==> src/sv/absem_pkg.sv <==
// ============================================================================
// absem_pkg: shared definitions for the signal error metrics block
// Widths, limits, operand selection codes and the control types that pass
// between the sequencer and the shared arithmetic unit.
// ============================================================================
package absem_pkg;

    localparam int SAMPLE_BITS     = 16;
    localparam int MAG_BITS        = 16;
    localparam int SQUARE_BITS     = 2 * MAG_BITS;
    localparam int REF_ENERGY_BITS = 51;
    localparam int RES_ENERGY_BITS = 52;
    localparam int ABS_SUM_BITS    = 36;
    localparam int COUNT_BITS      = 21;
    localparam int DIVIDEND_BITS   = 52;
    localparam int QUOT_BITS       = 32;
    localparam int ROOT_BITS       = 16;
    localparam int REM_BITS        = 22;
    localparam int STEP_BITS       = 6;
    localparam int DIV_STEPS       = DIVIDEND_BITS;
    localparam int SQRT_STEPS      = QUOT_BITS / 2;

    localparam logic [COUNT_BITS-1:0] MAX_SAMPLES = COUNT_BITS'(1048576);

    localparam logic [1:0] SEL_REF = 2'd0;
    localparam logic [1:0] SEL_CAP = 2'd1;
    localparam logic [1:0] SEL_RES = 2'd2;
    localparam logic [1:0] SEL_ABS = 2'd3;

    typedef enum logic {
        OP_DIV  = 1'b0,
        OP_SQRT = 1'b1
    } arith_op_t;

    typedef struct packed {
        logic      start;
        arith_op_t op;
    } arith_ctl_t;

    typedef struct packed {
        logic busy;
        logic done;
    } arith_sts_t;

endpackage

==> src/sv/absem_if.sv <==
// ============================================================================
// absem_if: stream interfaces of the signal error metrics block
// One interface for the incoming sample pairs and one for the span results,
// each with valid, ready and the payload of one beat.
// ============================================================================
interface absem_in_if;
    import absem_pkg::*;

    logic                         valid;
    logic                         ready;
    logic signed [SAMPLE_BITS-1:0] ref_sample;
    logic signed [SAMPLE_BITS-1:0] cap_sample;
    logic                         last_sample;

    modport source (output valid, output ref_sample, output cap_sample,
                    output last_sample, input ready);
    modport sink   (input valid, input ref_sample, input cap_sample,
                    input last_sample, output ready);
endinterface

interface absem_out_if;
    import absem_pkg::*;

    logic                  valid;
    logic                  ready;
    logic [MAG_BITS-1:0]   peak_ref;
    logic [MAG_BITS-1:0]   peak_cap;
    logic [MAG_BITS-1:0]   peak_residual;
    logic [ROOT_BITS-1:0]  rms_ref;
    logic [ROOT_BITS-1:0]  rms_cap;
    logic [ROOT_BITS-1:0]  rms_residual;
    logic [MAG_BITS-1:0]   mean_abs_error;
    logic [COUNT_BITS-1:0] sample_count;
    logic                  truncated;

    modport source (output valid, output peak_ref, output peak_cap,
                    output peak_residual, output rms_ref, output rms_cap,
                    output rms_residual, output mean_abs_error,
                    output sample_count, output truncated, input ready);
    modport sink   (input valid, input peak_ref, input peak_cap,
                    input peak_residual, input rms_ref, input rms_cap,
                    input rms_residual, input mean_abs_error,
                    input sample_count, input truncated, output ready);
endinterface

==> src/sv/absem_arith.sv <==
// ============================================================================
// absem_arith: shared divide and square root unit
// Restoring division of a 52-bit dividend by the sample count, one quotient
// bit a cycle, and digit-by-digit integer square root of a 32-bit value, one
// root bit a cycle, both on the same subtractor and remainder register.
// ============================================================================
module absem_arith (
    input  logic                                clk,
    input  logic                                rst_n,
    input  absem_pkg::arith_ctl_t               ctl,
    input  logic [absem_pkg::DIVIDEND_BITS-1:0] dividend,
    input  logic [absem_pkg::COUNT_BITS-1:0]    divisor,
    input  logic [absem_pkg::QUOT_BITS-1:0]     radicand,
    output absem_pkg::arith_sts_t               sts,
    output logic [absem_pkg::DIVIDEND_BITS-1:0] quotient,
    output logic [absem_pkg::ROOT_BITS-1:0]     root
);
    import absem_pkg::*;

    logic                     busy_reg, busy_next;
    logic                     done_reg, done_next;
    arith_op_t                op_reg, op_next;
    logic [STEP_BITS-1:0]     step_reg, step_next;
    logic [DIVIDEND_BITS-1:0] dq_reg, dq_next;
    logic [REM_BITS-1:0]      rem_reg, rem_next;
    logic [ROOT_BITS-1:0]     root_reg, root_next;

    logic [REM_BITS-1:0]      sub_a;
    logic [REM_BITS-1:0]      sub_b;
    logic [REM_BITS:0]        diff;
    logic                     fits;
    logic                     last_step;

    always_comb
    begin
        if (op_reg == OP_DIV)
        begin
            sub_a = {rem_reg[REM_BITS-2:0], dq_reg[DIVIDEND_BITS-1]};
            sub_b = {1'b0, divisor};
        end
        else
        begin
            sub_a = {rem_reg[REM_BITS-3:0], dq_reg[DIVIDEND_BITS-1 -: 2]};
            sub_b = {{(REM_BITS-ROOT_BITS-2){1'b0}}, root_reg, 2'b01};
        end
        diff = {1'b0, sub_a} - {1'b0, sub_b};
        fits = ~diff[REM_BITS];
        if (op_reg == OP_DIV)
        begin
            last_step = (step_reg == STEP_BITS'(DIV_STEPS - 1));
        end
        else
        begin
            last_step = (step_reg == STEP_BITS'(SQRT_STEPS - 1));
        end
    end

    always_comb
    begin
        busy_next = busy_reg;
        done_next = 1'b0;
        op_next   = op_reg;
        step_next = step_reg;
        dq_next   = dq_reg;
        rem_next  = rem_reg;
        root_next = root_reg;
        if (ctl.start)
        begin
            busy_next = 1'b1;
            op_next   = ctl.op;
            step_next = '0;
            rem_next  = '0;
            root_next = '0;
            if (ctl.op == OP_DIV)
            begin
                dq_next = dividend;
            end
            else
            begin
                dq_next = {radicand, {(DIVIDEND_BITS-QUOT_BITS){1'b0}}};
            end
        end
        else if (busy_reg)
        begin
            rem_next  = fits ? diff[REM_BITS-1:0] : sub_a;
            step_next = step_reg + 1'b1;
            if (op_reg == OP_DIV)
            begin
                dq_next = {dq_reg[DIVIDEND_BITS-2:0], fits};
            end
            else
            begin
                dq_next   = {dq_reg[DIVIDEND_BITS-3:0], 2'b00};
                root_next = {root_reg[ROOT_BITS-2:0], fits};
            end
            if (last_step)
            begin
                busy_next = 1'b0;
                done_next = 1'b1;
            end
        end
    end

    always_ff @(posedge clk or negedge rst_n)
    begin
        if (!rst_n)
        begin
            busy_reg <= 1'b0;
            done_reg <= 1'b0;
            op_reg   <= OP_DIV;
            step_reg <= '0;
        end
        else
        begin
            busy_reg <= busy_next;
            done_reg <= done_next;
            op_reg   <= op_next;
            step_reg <= step_next;
        end
    end

    always_ff @(posedge clk)
    begin
        dq_reg   <= dq_next;
        rem_reg  <= rem_next;
        root_reg <= root_next;
    end

    assign sts.busy = busy_reg;
    assign sts.done = done_reg;
    assign quotient = dq_reg;
    assign root     = root_reg;

endmodule

==> src/sv/ab_signal_error_metrics_core.sv <==
// ============================================================================
// ab_signal_error_metrics_core: peak, RMS and mean absolute error of a span
// Folds paired reference and capture samples into peak, energy and absolute
// error accumulators and, at the end of a span, reports peaks, RMS values,
// mean absolute error, the pair count and the truncation flag.
// ============================================================================
//
//  Port      Modport  Beat contents
//  --------  -------  --------------------------------------------------------
//  samples   sink     ref_sample, cap_sample (Q1.15), last_sample
//  metrics   source   peaks, RMS values, mean abs error, sample_count, truncated
//
// A sample pair occupies the block from its beat through three passes through
// the single 16 x 16 squaring multiplier; no new beat is taken meanwhile.
// At the end of a span the shared divide and root unit runs four 52-bit
// divisions and then three 16-bit roots, and the result is loaded into the
// output register once that register is free.
// The result sits in an output register, so the next span may start while it
// waits; a stalled result only holds the block once the next span ends.
// Reset clears all accumulators and the sequencer.
//
module ab_signal_error_metrics_core (
    input logic        clk,
    input logic        rst_n,
    absem_in_if.sink   samples,
    absem_out_if.source metrics
);
    import absem_pkg::*;

    typedef enum logic [4:0] {
        ST_IDLE   = 5'b00001,
        ST_SQUARE = 5'b00010,
        ST_DIVIDE = 5'b00100,
        ST_ROOT   = 5'b01000,
        ST_LOAD   = 5'b10000
    } state_t;

    state_t                     state_reg, state_next;
    logic [1:0]                 sel_reg, sel_next;
    logic                       launch_reg, launch_next;
    logic                       span_end_reg, span_end_next;
    logic                       trunc_reg, trunc_next;

    logic [MAG_BITS-1:0]        mag_ref_reg, mag_ref_next;
    logic [MAG_BITS-1:0]        mag_cap_reg, mag_cap_next;
    logic [MAG_BITS-1:0]        mag_res_reg, mag_res_next;

    logic [MAG_BITS-1:0]        peak_ref_reg, peak_ref_next;
    logic [MAG_BITS-1:0]        peak_cap_reg, peak_cap_next;
    logic [MAG_BITS-1:0]        peak_res_reg, peak_res_next;
    logic [REF_ENERGY_BITS-1:0] energy_ref_reg, energy_ref_next;
    logic [REF_ENERGY_BITS-1:0] energy_cap_reg, energy_cap_next;
    logic [RES_ENERGY_BITS-1:0] energy_res_reg, energy_res_next;
    logic [ABS_SUM_BITS-1:0]    abs_sum_reg, abs_sum_next;
    logic [COUNT_BITS-1:0]      pair_count_reg, pair_count_next;

    logic [QUOT_BITS-1:0]       mean_ref_reg, mean_ref_next;
    logic [QUOT_BITS-1:0]       mean_cap_reg, mean_cap_next;
    logic [QUOT_BITS-1:0]       mean_res_reg, mean_res_next;
    logic [MAG_BITS-1:0]        mae_reg, mae_next;
    logic [ROOT_BITS-1:0]       rms_ref_reg, rms_ref_next;
    logic [ROOT_BITS-1:0]       rms_cap_reg, rms_cap_next;
    logic [ROOT_BITS-1:0]       rms_res_reg, rms_res_next;

    logic                       out_valid_reg, out_valid_next;
    logic [MAG_BITS-1:0]        out_peak_ref_reg, out_peak_ref_next;
    logic [MAG_BITS-1:0]        out_peak_cap_reg, out_peak_cap_next;
    logic [MAG_BITS-1:0]        out_peak_res_reg, out_peak_res_next;
    logic [ROOT_BITS-1:0]       out_rms_ref_reg, out_rms_ref_next;
    logic [ROOT_BITS-1:0]       out_rms_cap_reg, out_rms_cap_next;
    logic [ROOT_BITS-1:0]       out_rms_res_reg, out_rms_res_next;
    logic [MAG_BITS-1:0]        out_mae_reg, out_mae_next;
    logic [COUNT_BITS-1:0]      out_count_reg, out_count_next;
    logic                       out_trunc_reg, out_trunc_next;

    logic                       accept;
    logic                       load_fire;
    logic [SAMPLE_BITS:0]       ref_ext;
    logic [SAMPLE_BITS:0]       cap_ext;
    logic [SAMPLE_BITS:0]       diff_ext;
    logic [SAMPLE_BITS:0]       ref_abs;
    logic [SAMPLE_BITS:0]       cap_abs;
    logic [SAMPLE_BITS:0]       diff_abs;
    logic [COUNT_BITS-1:0]      count_inc;
    logic                       at_limit;
    logic [MAG_BITS-1:0]        mul_in;
    logic [SQUARE_BITS-1:0]     square;

    arith_ctl_t                 arith_ctl;
    arith_sts_t                 arith_sts;
    logic [DIVIDEND_BITS-1:0]   arith_dividend;
    logic [QUOT_BITS-1:0]       arith_radicand;
    logic [DIVIDEND_BITS-1:0]   arith_quotient;
    logic [ROOT_BITS-1:0]       arith_root;

    absem_arith u_arith (
        .clk      (clk),
        .rst_n    (rst_n),
        .ctl      (arith_ctl),
        .dividend (arith_dividend),
        .divisor  (pair_count_reg),
        .radicand (arith_radicand),
        .sts      (arith_sts),
        .quotient (arith_quotient),
        .root     (arith_root)
    );

    assign samples.ready = (state_reg == ST_IDLE);
    assign accept        = samples.valid && samples.ready;
    assign load_fire     = (state_reg == ST_LOAD) && (!out_valid_reg || metrics.ready);

    always_comb
    begin
        ref_ext   = {samples.ref_sample[SAMPLE_BITS-1], samples.ref_sample};
        cap_ext   = {samples.cap_sample[SAMPLE_BITS-1], samples.cap_sample};
        diff_ext  = ref_ext - cap_ext;
        ref_abs   = ref_ext[SAMPLE_BITS] ? (~ref_ext + 1'b1) : ref_ext;
        cap_abs   = cap_ext[SAMPLE_BITS] ? (~cap_ext + 1'b1) : cap_ext;
        diff_abs  = diff_ext[SAMPLE_BITS] ? (~diff_ext + 1'b1) : diff_ext;
        count_inc = pair_count_reg + 1'b1;
        at_limit  = (count_inc >= MAX_SAMPLES);
    end

    always_comb
    begin
        case (sel_reg)
            SEL_REF: mul_in = mag_ref_reg;
            SEL_CAP: mul_in = mag_cap_reg;
            default: mul_in = mag_res_reg;
        endcase
        square = mul_in * mul_in;

        case (sel_reg)
            SEL_REF:
            begin
                arith_dividend = DIVIDEND_BITS'(energy_ref_reg);
                arith_radicand = mean_ref_reg;
            end
            SEL_CAP:
            begin
                arith_dividend = DIVIDEND_BITS'(energy_cap_reg);
                arith_radicand = mean_cap_reg;
            end
            SEL_RES:
            begin
                arith_dividend = DIVIDEND_BITS'(energy_res_reg);
                arith_radicand = mean_res_reg;
            end
            default:
            begin
                arith_dividend = DIVIDEND_BITS'(abs_sum_reg);
                arith_radicand = mean_res_reg;
            end
        endcase

        arith_ctl.start = launch_reg;
        arith_ctl.op    = (state_reg == ST_ROOT) ? OP_SQRT : OP_DIV;
    end

    always_comb
    begin
        state_next        = state_reg;
        sel_next          = sel_reg;
        launch_next       = 1'b0;
        span_end_next     = span_end_reg;
        trunc_next        = trunc_reg;
        mag_ref_next      = mag_ref_reg;
        mag_cap_next      = mag_cap_reg;
        mag_res_next      = mag_res_reg;
        peak_ref_next     = peak_ref_reg;
        peak_cap_next     = peak_cap_reg;
        peak_res_next     = peak_res_reg;
        energy_ref_next   = energy_ref_reg;
        energy_cap_next   = energy_cap_reg;
        energy_res_next   = energy_res_reg;
        abs_sum_next      = abs_sum_reg;
        pair_count_next   = pair_count_reg;
        mean_ref_next     = mean_ref_reg;
        mean_cap_next     = mean_cap_reg;
        mean_res_next     = mean_res_reg;
        mae_next          = mae_reg;
        rms_ref_next      = rms_ref_reg;
        rms_cap_next      = rms_cap_reg;
        rms_res_next      = rms_res_reg;
        out_valid_next    = out_valid_reg;
        out_peak_ref_next = out_peak_ref_reg;
        out_peak_cap_next = out_peak_cap_reg;
        out_peak_res_next = out_peak_res_reg;
        out_rms_ref_next  = out_rms_ref_reg;
        out_rms_cap_next  = out_rms_cap_reg;
        out_rms_res_next  = out_rms_res_reg;
        out_mae_next      = out_mae_reg;
        out_count_next    = out_count_reg;
        out_trunc_next    = out_trunc_reg;

        if (out_valid_reg && metrics.ready)
        begin
            out_valid_next = 1'b0;
        end

        case (state_reg)
            ST_IDLE:
            begin
                if (accept)
                begin
                    mag_ref_next    = ref_abs[MAG_BITS-1:0];
                    mag_cap_next    = cap_abs[MAG_BITS-1:0];
                    mag_res_next    = diff_abs[MAG_BITS-1:0];
                    if (ref_abs[MAG_BITS-1:0] > peak_ref_reg)
                    begin
                        peak_ref_next = ref_abs[MAG_BITS-1:0];
                    end
                    if (cap_abs[MAG_BITS-1:0] > peak_cap_reg)
                    begin
                        peak_cap_next = cap_abs[MAG_BITS-1:0];
                    end
                    if (diff_abs[MAG_BITS-1:0] > peak_res_reg)
                    begin
                        peak_res_next = diff_abs[MAG_BITS-1:0];
                    end
                    abs_sum_next    = abs_sum_reg + ABS_SUM_BITS'(diff_abs[MAG_BITS-1:0]);
                    pair_count_next = count_inc;
                    span_end_next   = samples.last_sample || at_limit;
                    trunc_next      = !samples.last_sample && at_limit;
                    sel_next        = SEL_REF;
                    state_next      = ST_SQUARE;
                end
            end

            ST_SQUARE:
            begin
                case (sel_reg)
                    SEL_REF: energy_ref_next = energy_ref_reg + REF_ENERGY_BITS'(square);
                    SEL_CAP: energy_cap_next = energy_cap_reg + REF_ENERGY_BITS'(square);
                    default: energy_res_next = energy_res_reg + RES_ENERGY_BITS'(square);
                endcase
                if (sel_reg == SEL_RES)
                begin
                    sel_next = SEL_REF;
                    if (span_end_reg)
                    begin
                        state_next  = ST_DIVIDE;
                        launch_next = 1'b1;
                    end
                    else
                    begin
                        state_next = ST_IDLE;
                    end
                end
                else
                begin
                    sel_next = sel_reg + 1'b1;
                end
            end

            ST_DIVIDE:
            begin
                if (arith_sts.done)
                begin
                    case (sel_reg)
                        SEL_REF: mean_ref_next = arith_quotient[QUOT_BITS-1:0];
                        SEL_CAP: mean_cap_next = arith_quotient[QUOT_BITS-1:0];
                        SEL_RES: mean_res_next = arith_quotient[QUOT_BITS-1:0];
                        default: mae_next      = arith_quotient[MAG_BITS-1:0];
                    endcase
                    launch_next = 1'b1;
                    if (sel_reg == SEL_ABS)
                    begin
                        sel_next   = SEL_REF;
                        state_next = ST_ROOT;
                    end
                    else
                    begin
                        sel_next = sel_reg + 1'b1;
                    end
                end
            end

            ST_ROOT:
            begin
                if (arith_sts.done)
                begin
                    case (sel_reg)
                        SEL_REF: rms_ref_next = arith_root;
                        SEL_CAP: rms_cap_next = arith_root;
                        default: rms_res_next = arith_root;
                    endcase
                    if (sel_reg == SEL_RES)
                    begin
                        state_next = ST_LOAD;
                    end
                    else
                    begin
                        sel_next    = sel_reg + 1'b1;
                        launch_next = 1'b1;
                    end
                end
            end

            ST_LOAD:
            begin
                if (load_fire)
                begin
                    out_valid_next    = 1'b1;
                    out_peak_ref_next = peak_ref_reg;
                    out_peak_cap_next = peak_cap_reg;
                    out_peak_res_next = peak_res_reg;
                    out_rms_ref_next  = rms_ref_reg;
                    out_rms_cap_next  = rms_cap_reg;
                    out_rms_res_next  = rms_res_reg;
                    out_mae_next      = mae_reg;
                    out_count_next    = pair_count_reg;
                    out_trunc_next    = trunc_reg;
                    peak_ref_next     = '0;
                    peak_cap_next     = '0;
                    peak_res_next     = '0;
                    energy_ref_next   = '0;
                    energy_cap_next   = '0;
                    energy_res_next   = '0;
                    abs_sum_next      = '0;
                    pair_count_next   = '0;
                    state_next        = ST_IDLE;
                end
            end

            default:
            begin
                state_next = ST_IDLE;
            end
        endcase
    end

    always_ff @(posedge clk or negedge rst_n)
    begin
        if (!rst_n)
        begin
            state_reg      <= ST_IDLE;
            sel_reg        <= SEL_REF;
            launch_reg     <= 1'b0;
            span_end_reg   <= 1'b0;
            trunc_reg      <= 1'b0;
            peak_ref_reg   <= '0;
            peak_cap_reg   <= '0;
            peak_res_reg   <= '0;
            energy_ref_reg <= '0;
            energy_cap_reg <= '0;
            energy_res_reg <= '0;
            abs_sum_reg    <= '0;
            pair_count_reg <= '0;
            out_valid_reg  <= 1'b0;
        end
        else
        begin
            state_reg      <= state_next;
            sel_reg        <= sel_next;
            launch_reg     <= launch_next;
            span_end_reg   <= span_end_next;
            trunc_reg      <= trunc_next;
            peak_ref_reg   <= peak_ref_next;
            peak_cap_reg   <= peak_cap_next;
            peak_res_reg   <= peak_res_next;
            energy_ref_reg <= energy_ref_next;
            energy_cap_reg <= energy_cap_next;
            energy_res_reg <= energy_res_next;
            abs_sum_reg    <= abs_sum_next;
            pair_count_reg <= pair_count_next;
            out_valid_reg  <= out_valid_next;
        end
    end

    always_ff @(posedge clk)
    begin
        mag_ref_reg      <= mag_ref_next;
        mag_cap_reg      <= mag_cap_next;
        mag_res_reg      <= mag_res_next;
        mean_ref_reg     <= mean_ref_next;
        mean_cap_reg     <= mean_cap_next;
        mean_res_reg     <= mean_res_next;
        mae_reg          <= mae_next;
        rms_ref_reg      <= rms_ref_next;
        rms_cap_reg      <= rms_cap_next;
        rms_res_reg      <= rms_res_next;
        out_peak_ref_reg <= out_peak_ref_next;
        out_peak_cap_reg <= out_peak_cap_next;
        out_peak_res_reg <= out_peak_res_next;
        out_rms_ref_reg  <= out_rms_ref_next;
        out_rms_cap_reg  <= out_rms_cap_next;
        out_rms_res_reg  <= out_rms_res_next;
        out_mae_reg      <= out_mae_next;
        out_count_reg    <= out_count_next;
        out_trunc_reg    <= out_trunc_next;
    end

    assign metrics.valid          = out_valid_reg;
    assign metrics.peak_ref       = out_peak_ref_reg;
    assign metrics.peak_cap       = out_peak_cap_reg;
    assign metrics.peak_residual  = out_peak_res_reg;
    assign metrics.rms_ref        = out_rms_ref_reg;
    assign metrics.rms_cap        = out_rms_cap_reg;
    assign metrics.rms_residual   = out_rms_res_reg;
    assign metrics.mean_abs_error = out_mae_reg;
    assign metrics.sample_count   = out_count_reg;
    assign metrics.truncated      = out_trunc_reg;

    // An RMS value or the mean absolute error can never exceed the peak of the same span.
    a_rms_within_peak: assert property (@(posedge clk) disable iff (!rst_n)
        out_valid_reg |-> (out_rms_ref_reg <= out_peak_ref_reg)
                       && (out_rms_cap_reg <= out_peak_cap_reg)
                       && (out_rms_res_reg <= out_peak_res_reg)
                       && (out_mae_reg <= out_peak_res_reg))
        else $error("span result exceeds its peak");

    a_count_bound: assert property (@(posedge clk) disable iff (!rst_n)
        pair_count_reg <= MAX_SAMPLES)
        else $error("pair count beyond limit");

    a_divisor_nonzero: assert property (@(posedge clk) disable iff (!rst_n)
        (state_reg == ST_DIVIDE) |-> (pair_count_reg != '0))
        else $error("division started with an empty span");

    a_launch_idle_unit: assert property (@(posedge clk) disable iff (!rst_n)
        launch_reg |-> !arith_sts.busy
                    && ((state_reg == ST_DIVIDE) || (state_reg == ST_ROOT)))
        else $error("arithmetic unit launched while busy or out of sequence");

    a_clear_after_load: assert property (@(posedge clk) disable iff (!rst_n)
        load_fire |=> (pair_count_reg == '0) && (abs_sum_reg == '0)
                   && (energy_res_reg == '0) && out_valid_reg)
        else $error("accumulators not cleared after result load");

endmodule
==> src/flat_wrapper.sv <==
// flat-port wrapper written by rule: the top's interface ports become plain ports
module ab_signal_error_metrics_core_flat import absem_pkg::*;
  (clk, rst_n, samples_valid, samples_ref_sample, samples_cap_sample, samples_last_sample, samples_ready, metrics_valid, metrics_peak_ref, metrics_peak_cap, metrics_peak_residual, metrics_rms_ref, metrics_rms_cap, metrics_rms_residual, metrics_mean_abs_error, metrics_sample_count, metrics_truncated, metrics_ready);
  absem_in_if samples_i ();
  absem_out_if metrics_i ();
  input logic clk;
  input logic rst_n;
  input wire logic [$bits(samples_i.valid)-1:0] samples_valid;
  input wire logic [$bits(samples_i.ref_sample)-1:0] samples_ref_sample;
  input wire logic [$bits(samples_i.cap_sample)-1:0] samples_cap_sample;
  input wire logic [$bits(samples_i.last_sample)-1:0] samples_last_sample;
  output wire logic [$bits(samples_i.ready)-1:0] samples_ready;
  output wire logic [$bits(metrics_i.valid)-1:0] metrics_valid;
  output wire logic [$bits(metrics_i.peak_ref)-1:0] metrics_peak_ref;
  output wire logic [$bits(metrics_i.peak_cap)-1:0] metrics_peak_cap;
  output wire logic [$bits(metrics_i.peak_residual)-1:0] metrics_peak_residual;
  output wire logic [$bits(metrics_i.rms_ref)-1:0] metrics_rms_ref;
  output wire logic [$bits(metrics_i.rms_cap)-1:0] metrics_rms_cap;
  output wire logic [$bits(metrics_i.rms_residual)-1:0] metrics_rms_residual;
  output wire logic [$bits(metrics_i.mean_abs_error)-1:0] metrics_mean_abs_error;
  output wire logic [$bits(metrics_i.sample_count)-1:0] metrics_sample_count;
  output wire logic [$bits(metrics_i.truncated)-1:0] metrics_truncated;
  input wire logic [$bits(metrics_i.ready)-1:0] metrics_ready;
  assign samples_i.valid = samples_valid;
  assign samples_i.ref_sample = samples_ref_sample;
  assign samples_i.cap_sample = samples_cap_sample;
  assign samples_i.last_sample = samples_last_sample;
  assign samples_ready = samples_i.ready;
  assign metrics_valid = metrics_i.valid;
  assign metrics_peak_ref = metrics_i.peak_ref;
  assign metrics_peak_cap = metrics_i.peak_cap;
  assign metrics_peak_residual = metrics_i.peak_residual;
  assign metrics_rms_ref = metrics_i.rms_ref;
  assign metrics_rms_cap = metrics_i.rms_cap;
  assign metrics_rms_residual = metrics_i.rms_residual;
  assign metrics_mean_abs_error = metrics_i.mean_abs_error;
  assign metrics_sample_count = metrics_i.sample_count;
  assign metrics_truncated = metrics_i.truncated;
  assign metrics_i.ready = metrics_ready;
  ab_signal_error_metrics_core u_core (.clk(clk), .rst_n(rst_n), .samples(samples_i), .metrics(metrics_i));
endmodule
==> config.mk <==
export PLATFORM = sky130hd
export DESIGN_NAME = ab_signal_error_metrics_core_flat
export DESIGN_NICKNAME = d
export VERILOG_FILES = /design/src/sv/absem_pkg.sv /design/src/sv/absem_if.sv /design/src/sv/absem_arith.sv /design/src/sv/ab_signal_error_metrics_core.sv /design/src/flat_wrapper.sv
export SDC_FILE = /design/constraint.sdc
export NUM_CORES = 2
export LEC_CHECK = 0
export ABC_AREA = 1
export BUFFER_PORTS_ARGS = -buffer_cell sky130_fd_sc_hd__buf_2
export CELL_PAD_IN_SITES_DETAIL_PLACEMENT = 1
export CELL_PAD_IN_SITES_GLOBAL_PLACEMENT = 2
export CORE_AREA = 2 2 283 495
export CTS_BUF_LIST = sky130_fd_sc_hd__clkbuf_8
export DETAILED_ROUTE_END_ITERATION = 6
export DIE_AREA = 0 0 285 497
export PLACE_DENSITY = 0.73
export SYNTH_ARGS = -nofsm -noshare
export SYNTH_HDL_FRONTEND = slang
export SYNTH_SLANG_ARGS = --single-unit
==> constraint.sdc <==
create_clock -name clk -period 15.9 [get_ports clk]
set_input_delay 3.18 -clock clk [delete_from_list [all_inputs] [get_ports clk]]
set_output_delay 3.18 -clock clk [all_outputs]
set_load 0.02 [all_outputs]
==> flow_summary.toml <==
[status]
status = "finished, final reports clean"

[global_route]
grt_use_met3 = 0.0314
grt_usage = 0.277
grt_busiest_layer = "met2"
grtUsageMet1 = 0.266
grt_max_degree = 74
antenna_found_initial = 4
grt_pass1_vias = 45300
grt_util_met2 = 0.533
grt.overflow.total = 0
grt_pass1_wl_um = 291000

[sta]
hold_viol_final = 0
maxSlewHeadroom = 0.118
setup_viol = 0
finalCritPeriodShare = 0.705
rsz0062_at_grt = "false"
finalSetupTns_ps = 0
final_max_slew_viol_count = 0
fmax_mhz = 89.2
tightest_slew_ps = 1320
period_needed_ps = 11220
finClkSkew_ps = 88.9

[finish]
drive_above_1_share = 0.0837
nFillCells = 16500
most-common-layout-cells = "nand2_1, inv_1, nor2_1, edfxtp_1, a21oi_1"
area_delta_synth_final_pct = 12.0
nets = 6456
layout_commonest_cell = "nand2_1"

[die]
core_area_mm2 = 0.137
die_x_um = 285
rows = 180
dieArea_mm2 = 0.142
die_h_um = 497
ios = 173
start_util = 0.349

[worst_setup_path]
worstPathRequired_ps = 16690
rr_endpoint = "u_core.energy_ref_reg[45]$_DFFE_PN0P_"
worstRegToRegCells = 35
path_class = "reg2reg"
critPathLaunchType = "flip-flop"
critPathCaptureType = "flip-flop"
arrival_ps = 12000
crit_cells = 35
critPathMaxFanout = 49
worst_path_most_repeated_cell = "fa_1"
cp-startpoint = "u_core.sel_reg[0]$_DFFE_PN0P_"
rrSetupSlack_ps = 4680
slowest_delay_ps = 880
path_delay_family = "adder cells"
cp_slowest_cell = "xor2_1"
reg2reg_from = "u_core.sel_reg[0]$_DFFE_PN0P_"
critPathBufInv = 8
cp-endpoint = "u_core.energy_ref_reg[45]$_DFFE_PN0P_"

[logic_synthesis]
synth-async-reset-ratio = 0.393
syn-cell-area_mm2 = 0.0479
synth_nets = 6257
syn_inst = 5744
synth.distinct_cells = 67
ys.flop_type = "edfxtp_1"
avgSynthCellArea_um2 = 8.35
synth_edf_count = 394
ys_seq_area_frac = 0.408
yosysWarnings = 0
ys_ff_latch = 710

[clocking]
clk_pin_slew_ps = 70
cts_buffers = 114
h-tree-depth = 3
cts_root_buffer = "clkbuf_8"
cts_tree = "yes"
post_cts_buffers = 0
cts_hold_buf = 0
cts_resized = 0
clockBufferDepth = 3
cts.sinks = 710
clkLatencyLatePin_ps = 900

[route]
dr_total_vias = 41700
vias_per_cell = 5.31
wl_per_cell_um = 25.1
drt_iter0_drc = 1849
dr.pass1.iters = 5
wl_um = 197000
ant_nets = 0
drc = 0

[placed_design]
gp_congestion = 0.959
dp_hpwl_um = 157000
io_buffers = 172

[worst_hold_path]
hp-class = "reg2reg"

[job]
max_cap_violations = 0
## cell usage after synthesis, drive strengths merged (11+ instances only)
cell type | instances | area share
a211oi | 20 | 0.0031
a21boi | 11 | 0.0017
a21o | 33 | 0.0052
a21oi | 358 | 0.037
a221o | 13 | 0.0027
a221oi | 20 | 0.0037
a22oi | 69 | 0.011
a31oi | 38 | 0.0050
and3 | 11 | 0.0014
buf | 59 | 0.0061
clkbuf | 99 | 0.0080
dfrtp | 278 | 0.15
dfxtp | 37 | 0.015
edfxtp | 394 | 0.25
fa | 164 | 0.068
ha | 312 | 0.081
inv | 814 | 0.064
nand2 | 1239 | 0.097
nand3 | 300 | 0.032
nand4 | 61 | 0.0081
nor2 | 575 | 0.046
nor3 | 76 | 0.0079
nor4 | 34 | 0.0048
o211ai | 12 | 0.0019
o21a | 11 | 0.0017
o21ai | 385 | 0.041
o21bai | 24 | 0.0038
o221ai | 12 | 0.0022
o22ai | 57 | 0.0074
o311ai | 21 | 0.0038
o31ai | 30 | 0.0047
or2 | 15 | 0.0020
xnor2 | 44 | 0.0084
xor2 | 74 | 0.014
## metrics by stage
stage / instance area, um2 / hold WS, ps / cells / setup WS, ps / utilization
2_1_floorplan: 47900 / 400 / 5744 / 7690 / -
3_3_place_gp: 51000 / 401 / 7647 / 4820 / 0.371
3_5_place_dp: 51000 / 405 / 7647 / 4650 / 0.371
4_1_cts: 53700 / 407 / 7863 / 4630 / 0.391
5_1_grt: 53700 / 418 / 7865 / 4080 / 0.391
6_report: 53700 / 413 / 7865 / 4680 / 0.391
## layer usage
layer	up-vias	routed length, um
met1	20700	67100
met2	869	107000
met5	-	0
met3	459	5410
met4	0	17600
li1	19700	-
## worst min path at each step
stage,cells past startpoint,endpoint,slack (ps),start
finish,0,u_core.metrics.mean_abs_error[5]$_DFFE_PP_,410,u_core.mae_reg[5]$_DFFE_PP_
global placement,0,u_core.metrics.rms_residual[4]$_DFFE_PP_,400,u_core.rms_res_reg[4]$_DFFE_PP_
floorplan,0,u_core.metrics.mean_abs_error[0]$_DFFE_PP_,400,u_core.mae_reg[0]$_DFFE_PP_
CTS,0,u_core.metrics.rms_cap[6]$_DFFE_PP_,410,u_core.rms_cap_reg[6]$_DFFE_PP_
detailed placement,0,u_core.metrics.mean_abs_error[9]$_DFFE_PP_,410,u_core.mae_reg[9]$_DFFE_PP_
global route,0,u_core.metrics.rms_cap[6]$_DFFE_PP_,420,u_core.rms_cap_reg[6]$_DFFE_PP_
## final cells by class
type / instances / area, um2 / area share
tap: 1820 / 2280 / 0.0424
antenna: 2 / 5.00 / 0.0000932
multi-input combinational: 4056 / 24700 / 0.461
timing repair buffer: 241 / 1390 / 0.0259
clock buffer: 129 / 1780 / 0.0331
clock inverter: 87 / 865 / 0.0161
sequential: 710 / 19600 / 0.364
inverter: 820 / 3080 / 0.0574
## logic make-up after synthesis
family	synth area share
simple gates	0.202
compound gates	0.140
buf+inv	0.0783
flops	0.408
fa+ha+maj	0.150
xor+xnor	0.0219
mux	0.000209
Power is left out: the tool's default activity adds up to more than one toggle a clock period on the data nets, which glitch-free logic cannot reach.
